File: config.mk
export PLATFORM = sky130hd
export DESIGN_NAME = source_text_tokenizer
export DESIGN_NICKNAME = d
export VERILOG_FILES = /design/src/hdl/stt_pkg.sv /design/src/hdl/source_text_tokenizer.sv
export VERILOG_INCLUDE_DIRS = /design/src /design/src/hdl
export SDC_FILE = /design/constraint.sdc
export NUM_CORES = 1
export LEC_CHECK = 0
export CORE_MARGIN = 2
export CORE_UTILIZATION = 23
export CTS_BUF_LIST = sky130_fd_sc_hd__clkbuf_4 sky130_fd_sc_hd__clkbuf_8
export DETAILED_ROUTE_END_ITERATION = 8
export DONT_BUFFER_PORTS = 1
export PLACE_DENSITY_LB_ADDON = 0.12
export SLEW_MARGIN = 10
export SYNTH_ARGS = -nofsm -noshare
export SYNTH_HDL_FRONTEND = slang
export SYNTH_SLANG_ARGS = --single-unit
File: constraint.sdc
create_clock -name i_clk -period 3.4 [get_ports i_clk]
set_clock_uncertainty 0.05 [all_clocks]
set_input_delay 0.34 -clock i_clk [delete_from_list [all_inputs] [get_ports i_clk]]
set_output_delay 0.34 -clock i_clk [all_outputs]
set_load 0.02 [all_outputs]
File: src/hdl/source_text_tokenizer_macros.svh
// ----------------------------------------------------------------------------
// source_text_tokenizer_macros
// assertion helpers for the tokenizer, clocked on i_clk, off during reset
// ----------------------------------------------------------------------------
`ifndef SOURCE_TEXT_TOKENIZER_MACROS_SVH
`define SOURCE_TEXT_TOKENIZER_MACROS_SVH

// condition holds on every clock edge outside reset
`define STT_ASSERT_ALWAYS(lbl, cond, msg) \
    lbl: assert property (@(posedge i_clk) disable iff (!i_rst_n) (cond)) else $error(msg);

// consequent holds in the same cycle as the antecedent
`define STT_ASSERT_SAME(lbl, ante, cons, msg) \
    lbl: assert property (@(posedge i_clk) disable iff (!i_rst_n) (ante) |-> (cons)) \
        else $error(msg);

// consequent holds in the cycle after the antecedent
`define STT_ASSERT_NEXT(lbl, ante, cons, msg) \
    lbl: assert property (@(posedge i_clk) disable iff (!i_rst_n) (ante) |=> (cons)) \
        else $error(msg);

`endif

File: src/hdl/stt_pkg.sv
// ----------------------------------------------------------------------------
// stt_pkg
// types, constants and character helpers of the source text tokenizer
// ----------------------------------------------------------------------------
`timescale 1ns / 1ps

package stt_pkg;

    localparam int MAX_TOKEN_LEN = 32;
    // kept characters per token
    localparam int TEXT_CAP = ((MAX_TOKEN_LEN - 1) < 31) ? (MAX_TOKEN_LEN - 1) : 31;
    localparam int ADDR_W   = (TEXT_CAP > 1) ? $clog2(TEXT_CAP) : 1;

    typedef enum logic [2:0] {
        MODE_IDLE,
        MODE_DIGITS,
        MODE_LETTERS,
        MODE_QUOTED,
        MODE_EQUAL
    } t_mode;

    typedef enum logic [3:0] {
        K_END     = 4'd0,
        K_INT     = 4'd1,
        K_STRING  = 4'd2,
        K_BOOL    = 4'd3,
        K_IDENT   = 4'd4,
        K_KEYWORD = 4'd5,
        K_BINOP   = 4'd6,
        K_EQUALS  = 4'd7,
        K_COMPARE = 4'd8,
        K_IF      = 4'd9,
        K_ELSE    = 4'd10,
        K_LPAREN  = 4'd11,
        K_RPAREN  = 4'd12,
        K_SEMI    = 4'd13,
        K_LCURLY  = 4'd14,
        K_RCURLY  = 4'd15
    } t_kind;

    typedef enum logic [1:0] {
        S_IDLE,
        S_MEM,
        S_SMALL
    } t_state;

    // token whose text is a repeated constant character (cnt 0 means no text)
    typedef struct packed {
        t_kind       kind;
        logic [7:0]  chr;
        logic [1:0]  cnt;
    } t_small;

    typedef struct packed {
        t_kind       kind;
        logic [7:0]  chr;
        logic        cv;
        logic [4:0]  idx;
        logic        lot;
        logic        trunc;
        logic        last;
    } t_result;

    // reserved words, one row each, zero padded
    localparam int KW_N     = 7;
    localparam int KW_INT   = 0;
    localparam int KW_STR   = 1;
    localparam int KW_BOOL  = 2;
    localparam int KW_TRUE  = 3;
    localparam int KW_FALSE = 4;
    localparam int KW_IF    = 5;
    localparam int KW_ELSE  = 6;

    localparam logic [7:0] KW_CHR [KW_N][8] = '{
        '{"i", "n", "t", 8'h00, 8'h00, 8'h00, 8'h00, 8'h00},
        '{"s", "t", "r", "i", "n", "g", 8'h00, 8'h00},
        '{"b", "o", "o", "l", 8'h00, 8'h00, 8'h00, 8'h00},
        '{"t", "r", "u", "e", 8'h00, 8'h00, 8'h00, 8'h00},
        '{"f", "a", "l", "s", "e", 8'h00, 8'h00, 8'h00},
        '{"i", "f", 8'h00, 8'h00, 8'h00, 8'h00, 8'h00, 8'h00},
        '{"e", "l", "s", "e", 8'h00, 8'h00, 8'h00, 8'h00}
    };

    localparam logic [2:0] KW_LEN [KW_N] = '{3'd3, 3'd6, 3'd4, 3'd4, 3'd5, 3'd2, 3'd4};

    localparam logic [7:0] CH_EQ     = 8'h3D;
    localparam logic [7:0] CH_SQUOTE = 8'h27;
    localparam logic [7:0] CH_DQUOTE = 8'h22;

    function automatic logic is_digit(input logic [7:0] c);
        return (c >= "0") && (c <= "9");
    endfunction

    function automatic logic is_alpha(input logic [7:0] c);
        return ((c >= "a") && (c <= "z")) || ((c >= "A") && (c <= "Z"));
    endfunction

    function automatic logic is_space(input logic [7:0] c);
        return c inside {8'h20, [8'h09:8'h0D]};
    endfunction

    // kind of a byte that forms a token on its own
    function automatic t_kind single_kind(input logic [7:0] c);
        t_kind k;
        case (c)
            "+", "-", "*", "/": k = K_BINOP;
            "(":                k = K_LPAREN;
            ")":                k = K_RPAREN;
            ";":                k = K_SEMI;
            "{":                k = K_LCURLY;
            "}":                k = K_RCURLY;
            "<", ">":           k = K_COMPARE;
            default:            k = K_IDENT;
        endcase
        return k;
    endfunction

    // true where the single-byte token ends a pending declaration
    function automatic logic single_clears(input logic [7:0] c);
        return c inside {"+", "-", "*", "/", "(", ")", ";"};
    endfunction

endpackage

File: src/hdl/source_text_tokenizer.sv
// ----------------------------------------------------------------------------
// source_text_tokenizer: byte-serial lexer, one result beat per token character,
//   or one beat without text for a token that has none; a stored token leaves
//   through the registered read port of the text memory
// input waits while a token leaves, so no new byte is taken before then
// reset: i_rst_n synchronous, active low; clears scan state and output, not text
// ----------------------------------------------------------------------------
`timescale 1ns / 1ps
`include "source_text_tokenizer_macros.svh"

module source_text_tokenizer (
    input  logic        i_clk,
    input  logic        i_rst_n,
    input  logic        s_axis_tvalid,
    output logic        s_axis_tready,
    input  logic [7:0]  s_axis_tdata,   // in_byte
    input  logic        s_axis_tlast,   // end_of_input
    output logic        m_axis_tvalid,
    input  logic        m_axis_tready,
    output logic [15:0] m_axis_tdata,   // char_byte, char_index, token_truncated, last
    output logic [4:0]  m_axis_tuser,   // token_kind, char_valid
    output logic        m_axis_tlast    // last_of_token
);

    localparam logic [4:0] CAP5 = 5'(stt_pkg::TEXT_CAP);

    // scan state
    stt_pkg::t_mode              r_mode, n_mode;
    logic [7:0]                  r_quote, n_quote;
    logic [4:0]                  r_len, n_len;
    logic                        r_expect, n_expect;
    logic                        r_ovf, n_ovf;
    logic [stt_pkg::KW_N-1:0]    r_kw, n_kw;

    // token text memory and its deferred write
    logic [7:0]                  mem_text [stt_pkg::TEXT_CAP];
    logic [7:0]                  r_rd_data;
    logic                        r_wr_pend, n_wr_pend;
    logic [stt_pkg::ADDR_W-1:0]  r_wr_addr;
    logic [7:0]                  r_wr_data;
    logic                        mem_wr;
    logic                        rd_issue;

    // plan of the accepted byte
    logic                        p_wr;
    logic [stt_pkg::ADDR_W-1:0]  p_wr_addr;
    logic                        p_do_mem;
    stt_pkg::t_kind              p_mem_kind;
    logic                        p_do_a, p_do_b;
    stt_pkg::t_small             p_a, p_b, tok;
    logic                        flush, restart, app, s_exp;
    logic [stt_pkg::KW_N-1:0]    kw_app, kw_first, kw_hit;

    // emission sequencer
    stt_pkg::t_state             r_state, n_state;
    stt_pkg::t_kind              r_mem_kind, n_mem_kind;
    logic [4:0]                  r_mem_len, n_mem_len;
    logic                        r_mem_trunc, n_mem_trunc;
    logic                        r_do_a, n_do_a, r_do_b, n_do_b;
    stt_pkg::t_small             r_a, n_a, r_b, n_b;
    logic [4:0]                  r_ri, n_ri, r_ci, n_ci;
    logic                        r_dv, n_dv;
    logic                        r_si, n_si;
    logic                        acc, adv, consume, emit, lot;
    stt_pkg::t_result            res, r_out;
    logic                        r_o_valid;

    assign s_axis_tready = (r_state == stt_pkg::S_IDLE);
    assign acc           = s_axis_tvalid && s_axis_tready;
    assign adv           = !r_o_valid || m_axis_tready;
    assign mem_wr        = r_wr_pend && (r_state != stt_pkg::S_MEM);

    // reserved word tracking, one match bit per word
    always_comb begin
        for (int w = 0; w < stt_pkg::KW_N; w++) begin
            kw_app[w]   = (r_len < {2'b00, stt_pkg::KW_LEN[w]}) &&
                          (s_axis_tdata == stt_pkg::KW_CHR[w][r_len[2:0]]);
            kw_first[w] = (s_axis_tdata == stt_pkg::KW_CHR[w][0]);
            kw_hit[w]   = r_kw[w] && (r_len == {2'b00, stt_pkg::KW_LEN[w]});
        end
    end

    // scanner: next scan state and the token plan for one accepted byte
    always_comb begin
        n_mode     = r_mode;
        n_quote    = r_quote;
        n_len      = r_len;
        n_ovf      = r_ovf;
        n_kw       = r_kw;
        s_exp      = r_expect;
        p_wr       = 1'b0;
        p_wr_addr  = r_len[stt_pkg::ADDR_W-1:0];
        p_do_mem   = 1'b0;
        p_mem_kind = stt_pkg::K_IDENT;
        p_do_a     = 1'b0;
        p_a        = '{stt_pkg::K_END, 8'h00, 2'd0};
        p_do_b     = 1'b0;
        p_b        = '{stt_pkg::K_END, 8'h00, 2'd0};
        tok        = '{stt_pkg::K_END, 8'h00, 2'd0};
        flush      = 1'b0;
        restart    = 1'b0;
        app        = 1'b0;

        if (s_axis_tlast) begin
            case (r_mode)
                stt_pkg::MODE_DIGITS, stt_pkg::MODE_LETTERS: begin
                    flush = 1'b1;
                end
                stt_pkg::MODE_QUOTED: begin
                    p_do_mem   = 1'b1;
                    p_mem_kind = stt_pkg::K_STRING;
                    s_exp      = 1'b0;
                end
                stt_pkg::MODE_EQUAL: begin
                    p_do_a = 1'b1;
                    p_a    = '{stt_pkg::K_EQUALS, stt_pkg::CH_EQ, 2'd1};
                end
                default: ;
            endcase
        end else begin
            case (r_mode)
                stt_pkg::MODE_DIGITS: begin
                    if (stt_pkg::is_digit(s_axis_tdata)) begin
                        app = 1'b1;
                    end else begin
                        flush   = 1'b1;
                        restart = 1'b1;
                    end
                end
                stt_pkg::MODE_LETTERS: begin
                    if (stt_pkg::is_alpha(s_axis_tdata)) begin
                        app = 1'b1;
                    end else begin
                        flush   = 1'b1;
                        restart = 1'b1;
                    end
                end
                stt_pkg::MODE_QUOTED: begin
                    if (s_axis_tdata == r_quote) begin
                        p_do_mem   = 1'b1;
                        p_mem_kind = stt_pkg::K_STRING;
                        s_exp      = 1'b0;
                        n_mode     = stt_pkg::MODE_IDLE;
                        n_len      = 5'd0;
                        n_ovf      = 1'b0;
                    end else begin
                        app = 1'b1;
                    end
                end
                stt_pkg::MODE_EQUAL: begin
                    n_mode = stt_pkg::MODE_IDLE;
                    n_len  = 5'd0;
                    n_ovf  = 1'b0;
                    p_do_a = 1'b1;
                    if (s_axis_tdata == stt_pkg::CH_EQ) begin
                        p_a = '{stt_pkg::K_COMPARE, stt_pkg::CH_EQ, 2'd2};
                    end else begin
                        p_a     = '{stt_pkg::K_EQUALS, stt_pkg::CH_EQ, 2'd1};
                        restart = 1'b1;
                    end
                end
                default: begin
                    restart = 1'b1;
                end
            endcase
        end

        // classify the finished digit or letter run
        if (flush) begin
            p_do_mem = 1'b1;
            if (r_mode == stt_pkg::MODE_DIGITS) begin
                p_mem_kind = stt_pkg::K_INT;
                s_exp      = 1'b0;
            end else if (kw_hit[stt_pkg::KW_INT] || kw_hit[stt_pkg::KW_STR] ||
                         kw_hit[stt_pkg::KW_BOOL]) begin
                p_mem_kind = stt_pkg::K_KEYWORD;
                s_exp      = 1'b1;
            end else if (r_expect) begin
                p_mem_kind = stt_pkg::K_IDENT;
                s_exp      = 1'b0;
            end else if (kw_hit[stt_pkg::KW_TRUE] || kw_hit[stt_pkg::KW_FALSE]) begin
                p_mem_kind = stt_pkg::K_BOOL;
                s_exp      = 1'b0;
            end else if (kw_hit[stt_pkg::KW_IF]) begin
                p_mem_kind = stt_pkg::K_IF;
                s_exp      = 1'b0;
            end else if (kw_hit[stt_pkg::KW_ELSE]) begin
                p_mem_kind = stt_pkg::K_ELSE;
            end else begin
                p_mem_kind = stt_pkg::K_IDENT;
            end
            n_mode = stt_pkg::MODE_IDLE;
            n_len  = 5'd0;
            n_ovf  = 1'b0;
        end

        if (app) begin
            if (r_len < CAP5) begin
                p_wr  = 1'b1;
                n_len = r_len + 5'd1;
                n_kw  = r_kw & kw_app;
            end else begin
                n_ovf = 1'b1;
            end
        end

        // fresh scan of a byte met in idle mode or of the byte that ended the previous token
        if (restart && !stt_pkg::is_space(s_axis_tdata)) begin
            if (stt_pkg::is_digit(s_axis_tdata) || stt_pkg::is_alpha(s_axis_tdata)) begin
                n_mode    = stt_pkg::is_digit(s_axis_tdata) ? stt_pkg::MODE_DIGITS
                                                            : stt_pkg::MODE_LETTERS;
                n_len     = 5'd1;
                n_ovf     = 1'b0;
                p_wr      = 1'b1;
                p_wr_addr = '0;
                n_kw      = kw_first;
            end else if (s_axis_tdata == stt_pkg::CH_EQ) begin
                n_mode = stt_pkg::MODE_EQUAL;
                n_len  = 5'd0;
                n_ovf  = 1'b0;
            end else if (s_axis_tdata == stt_pkg::CH_SQUOTE ||
                         s_axis_tdata == stt_pkg::CH_DQUOTE) begin
                n_mode  = stt_pkg::MODE_QUOTED;
                n_len   = 5'd0;
                n_ovf   = 1'b0;
                n_quote = s_axis_tdata;
                n_kw    = '1;
            end else begin
                tok = '{stt_pkg::single_kind(s_axis_tdata), s_axis_tdata, 2'd1};
                if (stt_pkg::single_clears(s_axis_tdata)) begin
                    s_exp = 1'b0;
                end
                if (p_do_a) begin
                    p_do_b = 1'b1;
                    p_b    = tok;
                end else begin
                    p_do_a = 1'b1;
                    p_a    = tok;
                end
            end
        end

        if (s_axis_tlast) begin
            n_mode = stt_pkg::MODE_IDLE;
            n_len  = 5'd0;
            n_ovf  = 1'b0;
            if (p_do_a) begin
                p_do_b = 1'b1;
                p_b    = '{stt_pkg::K_END, 8'h00, 2'd0};
            end else begin
                p_do_a = 1'b1;
                p_a    = '{stt_pkg::K_END, 8'h00, 2'd0};
            end
        end
        n_expect = s_exp;
    end

    // emission sequencer: stored token, then up to two constant tokens
    always_comb begin
        n_state     = r_state;
        n_mem_kind  = r_mem_kind;
        n_mem_len   = r_mem_len;
        n_mem_trunc = r_mem_trunc;
        n_do_a      = r_do_a;
        n_a         = r_a;
        n_do_b      = r_do_b;
        n_b         = r_b;
        n_ri        = r_ri;
        n_ci        = r_ci;
        n_dv        = r_dv;
        n_si        = r_si;
        consume     = 1'b0;
        rd_issue    = 1'b0;
        emit        = 1'b0;
        lot         = 1'b0;
        res         = r_out;

        case (r_state)
            stt_pkg::S_IDLE: begin
                if (acc) begin
                    n_mem_kind  = p_mem_kind;
                    n_mem_len   = r_len;
                    n_mem_trunc = r_ovf;
                    n_do_a      = p_do_a;
                    n_a         = p_a;
                    n_do_b      = p_do_b;
                    n_b         = p_b;
                    n_ri        = 5'd0;
                    n_ci        = 5'd0;
                    n_dv        = 1'b0;
                    n_si        = 1'b0;
                    if (p_do_mem) begin
                        n_state = stt_pkg::S_MEM;
                    end else if (p_do_a) begin
                        n_state = stt_pkg::S_SMALL;
                    end
                end
            end
            stt_pkg::S_MEM: begin
                if (r_mem_len == 5'd0) begin
                    // empty string: one beat without text
                    if (adv) begin
                        emit = 1'b1;
                        lot  = 1'b1;
                        res  = '{r_mem_kind, 8'h00, 1'b0, 5'd0, 1'b1, r_mem_trunc, !r_do_a};
                    end
                end else begin
                    consume  = r_dv && adv;
                    rd_issue = (r_ri < r_mem_len) && (!r_dv || consume);
                    if (rd_issue) begin
                        n_ri = r_ri + 5'd1;
                    end
                    if (consume) begin
                        emit = 1'b1;
                        lot  = (r_ci == r_mem_len - 5'd1);
                        n_ci = r_ci + 5'd1;
                        res  = '{r_mem_kind, r_rd_data, 1'b1, r_ci, lot, r_mem_trunc,
                                 lot && !r_do_a};
                    end
                    n_dv = rd_issue ? 1'b1 : (consume ? 1'b0 : r_dv);
                end
                if (emit && lot) begin
                    n_si    = 1'b0;
                    n_state = r_do_a ? stt_pkg::S_SMALL : stt_pkg::S_IDLE;
                end
            end
            stt_pkg::S_SMALL: begin
                if (adv) begin
                    emit = 1'b1;
                    lot  = (r_a.cnt == 2'd0) || ({1'b0, r_si} == r_a.cnt - 2'd1);
                    res  = '{r_a.kind, (r_a.cnt == 2'd0) ? 8'h00 : r_a.chr, r_a.cnt != 2'd0,
                             {4'b0000, r_si}, lot, 1'b0, lot && !r_do_b};
                    if (lot) begin
                        n_si = 1'b0;
                        if (r_do_b) begin
                            n_a    = r_b;
                            n_do_b = 1'b0;
                        end else begin
                            n_do_a  = 1'b0;
                            n_state = stt_pkg::S_IDLE;
                        end
                    end else begin
                        n_si = 1'b1;
                    end
                end
            end
            default: begin
                n_state = stt_pkg::S_IDLE;
            end
        endcase
    end

    assign n_wr_pend = (acc && p_wr) ? 1'b1 : (mem_wr ? 1'b0 : r_wr_pend);

    always_ff @(posedge i_clk) begin
        if (!i_rst_n) begin
            r_state   <= stt_pkg::S_IDLE;
            r_mode    <= stt_pkg::MODE_IDLE;
            r_quote   <= 8'h00;
            r_len     <= 5'd0;
            r_expect  <= 1'b0;
            r_ovf     <= 1'b0;
            r_kw      <= '1;
            r_wr_pend <= 1'b0;
            r_do_a    <= 1'b0;
            r_do_b    <= 1'b0;
            r_ri      <= 5'd0;
            r_ci      <= 5'd0;
            r_dv      <= 1'b0;
            r_si      <= 1'b0;
            r_o_valid <= 1'b0;
        end else begin
            r_state   <= n_state;
            r_wr_pend <= n_wr_pend;
            r_do_a    <= n_do_a;
            r_do_b    <= n_do_b;
            r_ri      <= n_ri;
            r_ci      <= n_ci;
            r_dv      <= n_dv;
            r_si      <= n_si;
            r_o_valid <= emit ? 1'b1 : (m_axis_tready ? 1'b0 : r_o_valid);
            if (acc) begin
                r_mode   <= n_mode;
                r_quote  <= n_quote;
                r_len    <= n_len;
                r_expect <= n_expect;
                r_ovf    <= n_ovf;
                r_kw     <= n_kw;
            end
        end
    end

    // payload registers
    always_ff @(posedge i_clk) begin
        r_mem_kind  <= n_mem_kind;
        r_mem_len   <= n_mem_len;
        r_mem_trunc <= n_mem_trunc;
        r_a         <= n_a;
        r_b         <= n_b;
        if (acc && p_wr) begin
            r_wr_addr <= p_wr_addr;
            r_wr_data <= s_axis_tdata;
        end
        if (emit) begin
            r_out <= res;
        end
    end

    // text memory: write is held back while a token is read out
    always_ff @(posedge i_clk) begin
        if (mem_wr) begin
            mem_text[r_wr_addr] <= r_wr_data;
        end
        if (rd_issue) begin
            r_rd_data <= mem_text[r_ri[stt_pkg::ADDR_W-1:0]];
        end
    end

    assign m_axis_tvalid = r_o_valid;
    assign m_axis_tdata  = {1'b0, r_out.last, r_out.trunc, r_out.idx, r_out.chr};
    assign m_axis_tuser  = {r_out.cv, r_out.kind};
    assign m_axis_tlast  = r_out.lot;

    `STT_ASSERT_ALWAYS(a_len_in_cap, r_len <= CAP5, "token length beyond text capacity")
    `STT_ASSERT_SAME(a_readahead, r_dv, r_ci < r_mem_len, "read data held past token end")
    `STT_ASSERT_NEXT(a_last_to_idle, emit && res.last, r_state == stt_pkg::S_IDLE,
                     "sequencer busy after final beat of a byte")
    `STT_ASSERT_NEXT(a_wr_held, r_wr_pend && r_state == stt_pkg::S_MEM, r_wr_pend,
                     "text write dropped during token readout")

endmodule

==> metrics <==
status finished, final reports clean; Primary FF master, synth edfxtp_1; Starting DRT DRC Count about 610; global-route wire length before repair ~71,000 um; Synth cell types 85; worst hold stages 3; RR Startpoint r_mode[1]; Hold-fix buffers, CTS 16; CTS buffer count 69; setup repair bufs after CTS 0; post-synth net total ~1,200; Max Buffers Root-to-Sink 3; CTS tree done; r2r endpoint r_kw[4]; # IOs 37; final HPWL from detailed placement between 30,000 and 40,000 um; Leak 6.203 nW; Least-Margin Pin Slew 1.209 ns; Peak supply drop ~250 uV; Crit Path Category in2reg; Seq cells post-synth 370; via/cell ratio roughly 4.5; hold path endpoint r_len[3]; largest net degree at the start of global routing 56; H-tree depth 3; later-pin clock latency in the skew report roughly 0.62 ns; Vias between 9,000 and 10,000; IO buf count 0; min-delay src i_rst_n; Die W around 270 um; share of cells above drive strength 1 0.2256; # resized after CTS 0; Max Clock Freq between 300 and 400 MHz; vias in the first global route 10,290; RSZ-0062 raised after global routing no; row count 98; final period utilization 0.9383; Syn Area/Cell between 10 and 15 um^2; Post-Route WL 47,650 um; initial antenna violation count 2; final net count between 1,000 and 1,500; clk root buf clkbuf_8; Core Util, Final 0.2740; Initial Utilization 0.2323; synthesized instance count ~1,100; total track usage 0.1297; die span in y roughly 270 um; Post-synth EDFFs between 300 and 400; clock sink count 370; Post-Syn Area about 0.017 mm^2; synth warn 0; Worst setup EP type register; core box area approximately 0.071 mm^2; Slew Limit Fails 0; Avg WL per Cell between 20 and 25 um; Tmin final 3.190 ns; grt ovf 0; Hold WC Path Type in2reg; Final ANT Viol Nets 0; full die area around 0.074 mm^2; Syn-to-layout area delta 17.94%; reg2reg setup slack around 0.52 ns; Required @ worst endpoint about 4 ns; Async SR Flop Fraction 0; max cap viols 0; worst rel slew slack 0.1942; critical path arrival about 3.7 ns; DRT Pass-1 Iters 5; RePlAce Congestion approximately 0.80; setup violators final 0; reg2reg path depth 7; drt drc 0; register area share after synthesis 0.6443; Worst-path clk slew about 0.060 ns; type of origin of the critical path input port; TNS Setup 0 ns; Hold Fails Final Rpt 0; CP Max Fanout 20; cell area power density approximately 580 mW/mm^2
## logic make-up (layout without fill, tap and decap cells)
group	Yosys count	count (layout)	synth area share
flops	370	370	0.6443
simple gates	313	313	0.09646
compound gates	209	209	0.08816
mux	97	97	0.1139
buf+inv	93	221	0.02257
xor+xnor	38	38	0.02008
fa+ha+maj	19	19	0.01434
other cells	1	2	0.0002262
## through the flow
step	total power [mW]	hold slack (ns)	area [um^2]	worst slack (ns)	cells
after floorplan	6.487	0.3564	16580	0.4991	1140
after global placement	7.019	0.3940	18000	0.6373	2084
after detailed placement	7.020	0.3939	18000	0.5880	2084
after CTS	11.50	0.004573	19550	0.2766	2218
after global routing	11.84	0.04484	19550	0.007560	2219
final	11.28	0.07314	19550	0.2098	2219
## worst max-delay path, cell delays in order
cell and delay [ns]:
dlygate4sd3_1 0.91, inv_2 0.24, nor3_2 0.42, o21ai_2 0.19, a21oi_2 0.41, nand2_1 0.28, a21oi_1 0.22, nand4b_1 0.13
dlygate4sd3_1 0.54
## cell usage after synthesis, drive strengths merged (13+ instances only)
cell	instances	area [um^2]
o21ai	45	229.0
a22o	14	122.6
buf	20	100.1
a21oi	42	214.0
inv	24	90.09
nor2b	21	131.4
xnor2	18	157.7
nand2	70	262.8
xor2	20	175.2
clkbuf	47	176.4
dfxtp	43	860.8
ha	19	237.7
mux2	13	146.4
nor3	17	90.09
mux4	72	1622
nand3	25	125.1
nor2	86	327.8
edfxtp	327	9819
and2	14	87.58
## cell usage in the layout, fill, tap and decap left out, types with 13 or more instances in the layout
cell,n
mux4_2,72
a21oi_1,41
dlygate4sd3_1,15
xnor2_1,18
clkbuf_8,72
edfxtp_1,327
nor2b_1,21
buf_4,59
nor3_1,15
mux2_2,13
nand3_1,25
a22o_1,14
o21ai_0,43
dfxtp_1,41
xor2_1,20
clkbuf_4,25
ha_1,19
inv_1,22
and2_1,14
nand2_1,70
nor2_1,84
## cell type report
| class | instances | area, um^2 |
|---|---|---|
| inverters | 26 | 97.59 |
| clock inverters | 21 | 202.7 |
| multi-input cells | 677 | 5540 |
| fillers | 7401 | 51810 |
| flip-flops and latches | 370 | 10690 |
| clock buffers | 97 | 1179 |
| repair buffers | 77 | 653.1 |
| diodes | 1 | 2.502 |
| well taps | 950 | 1189 |
## power by group
part | leakage (nW) | switching, mW | internal, mW
sequential | 3.33 | 0.277 | 5.29
clock | 0.738 | 1.87 | 2.47
combinational | 2.14 | 0.863 | 0.502
total | 6.20 | 3.02 | 8.27
## layer usage
metal / vias up / global-route usage / part of all wire
li1: 4611 / - / -
met1: 5020 / 0.1647 / 0.44
met4: 0 / 0.04641 / 0.029
met5: - / 0 / 0
met3: 74 / 0.02645 / 0.041
met2: 216 / 0.2184 / 0.49
## worst max-delay path by stage
stage	from	end	slack, ns
4_1_cts	s_axis_tdata[3]	r_kw[4]	0.28
3_5_place_dp	s_axis_tdata[1]	r_wr_addr[2]	0.59
2_1_floorplan	r_mem_len[0]	m_axis_tdata[0]	0.50
6_report	s_axis_tdata[3]	r_kw[4]	0.21
5_1_grt	s_axis_tdata[3]	r_kw[3]	0.008
3_3_place_gp	s_axis_tdata[1]	r_wr_addr[0]	0.64
## state kept, by name, indices dropped and copies added (netlist names), 7 cells and up
| name | cells |
|---|---|
| mem_text | 248 |
| m_axis_tdata | 15 |
| r_a | 14 |
| r_b | 13 |
| r_quote | 8 |
| r_rd_data | 8 |
| r_wr_data | 8 |
| r_kw | 7 |
Power figures use the tool's default switching activity.
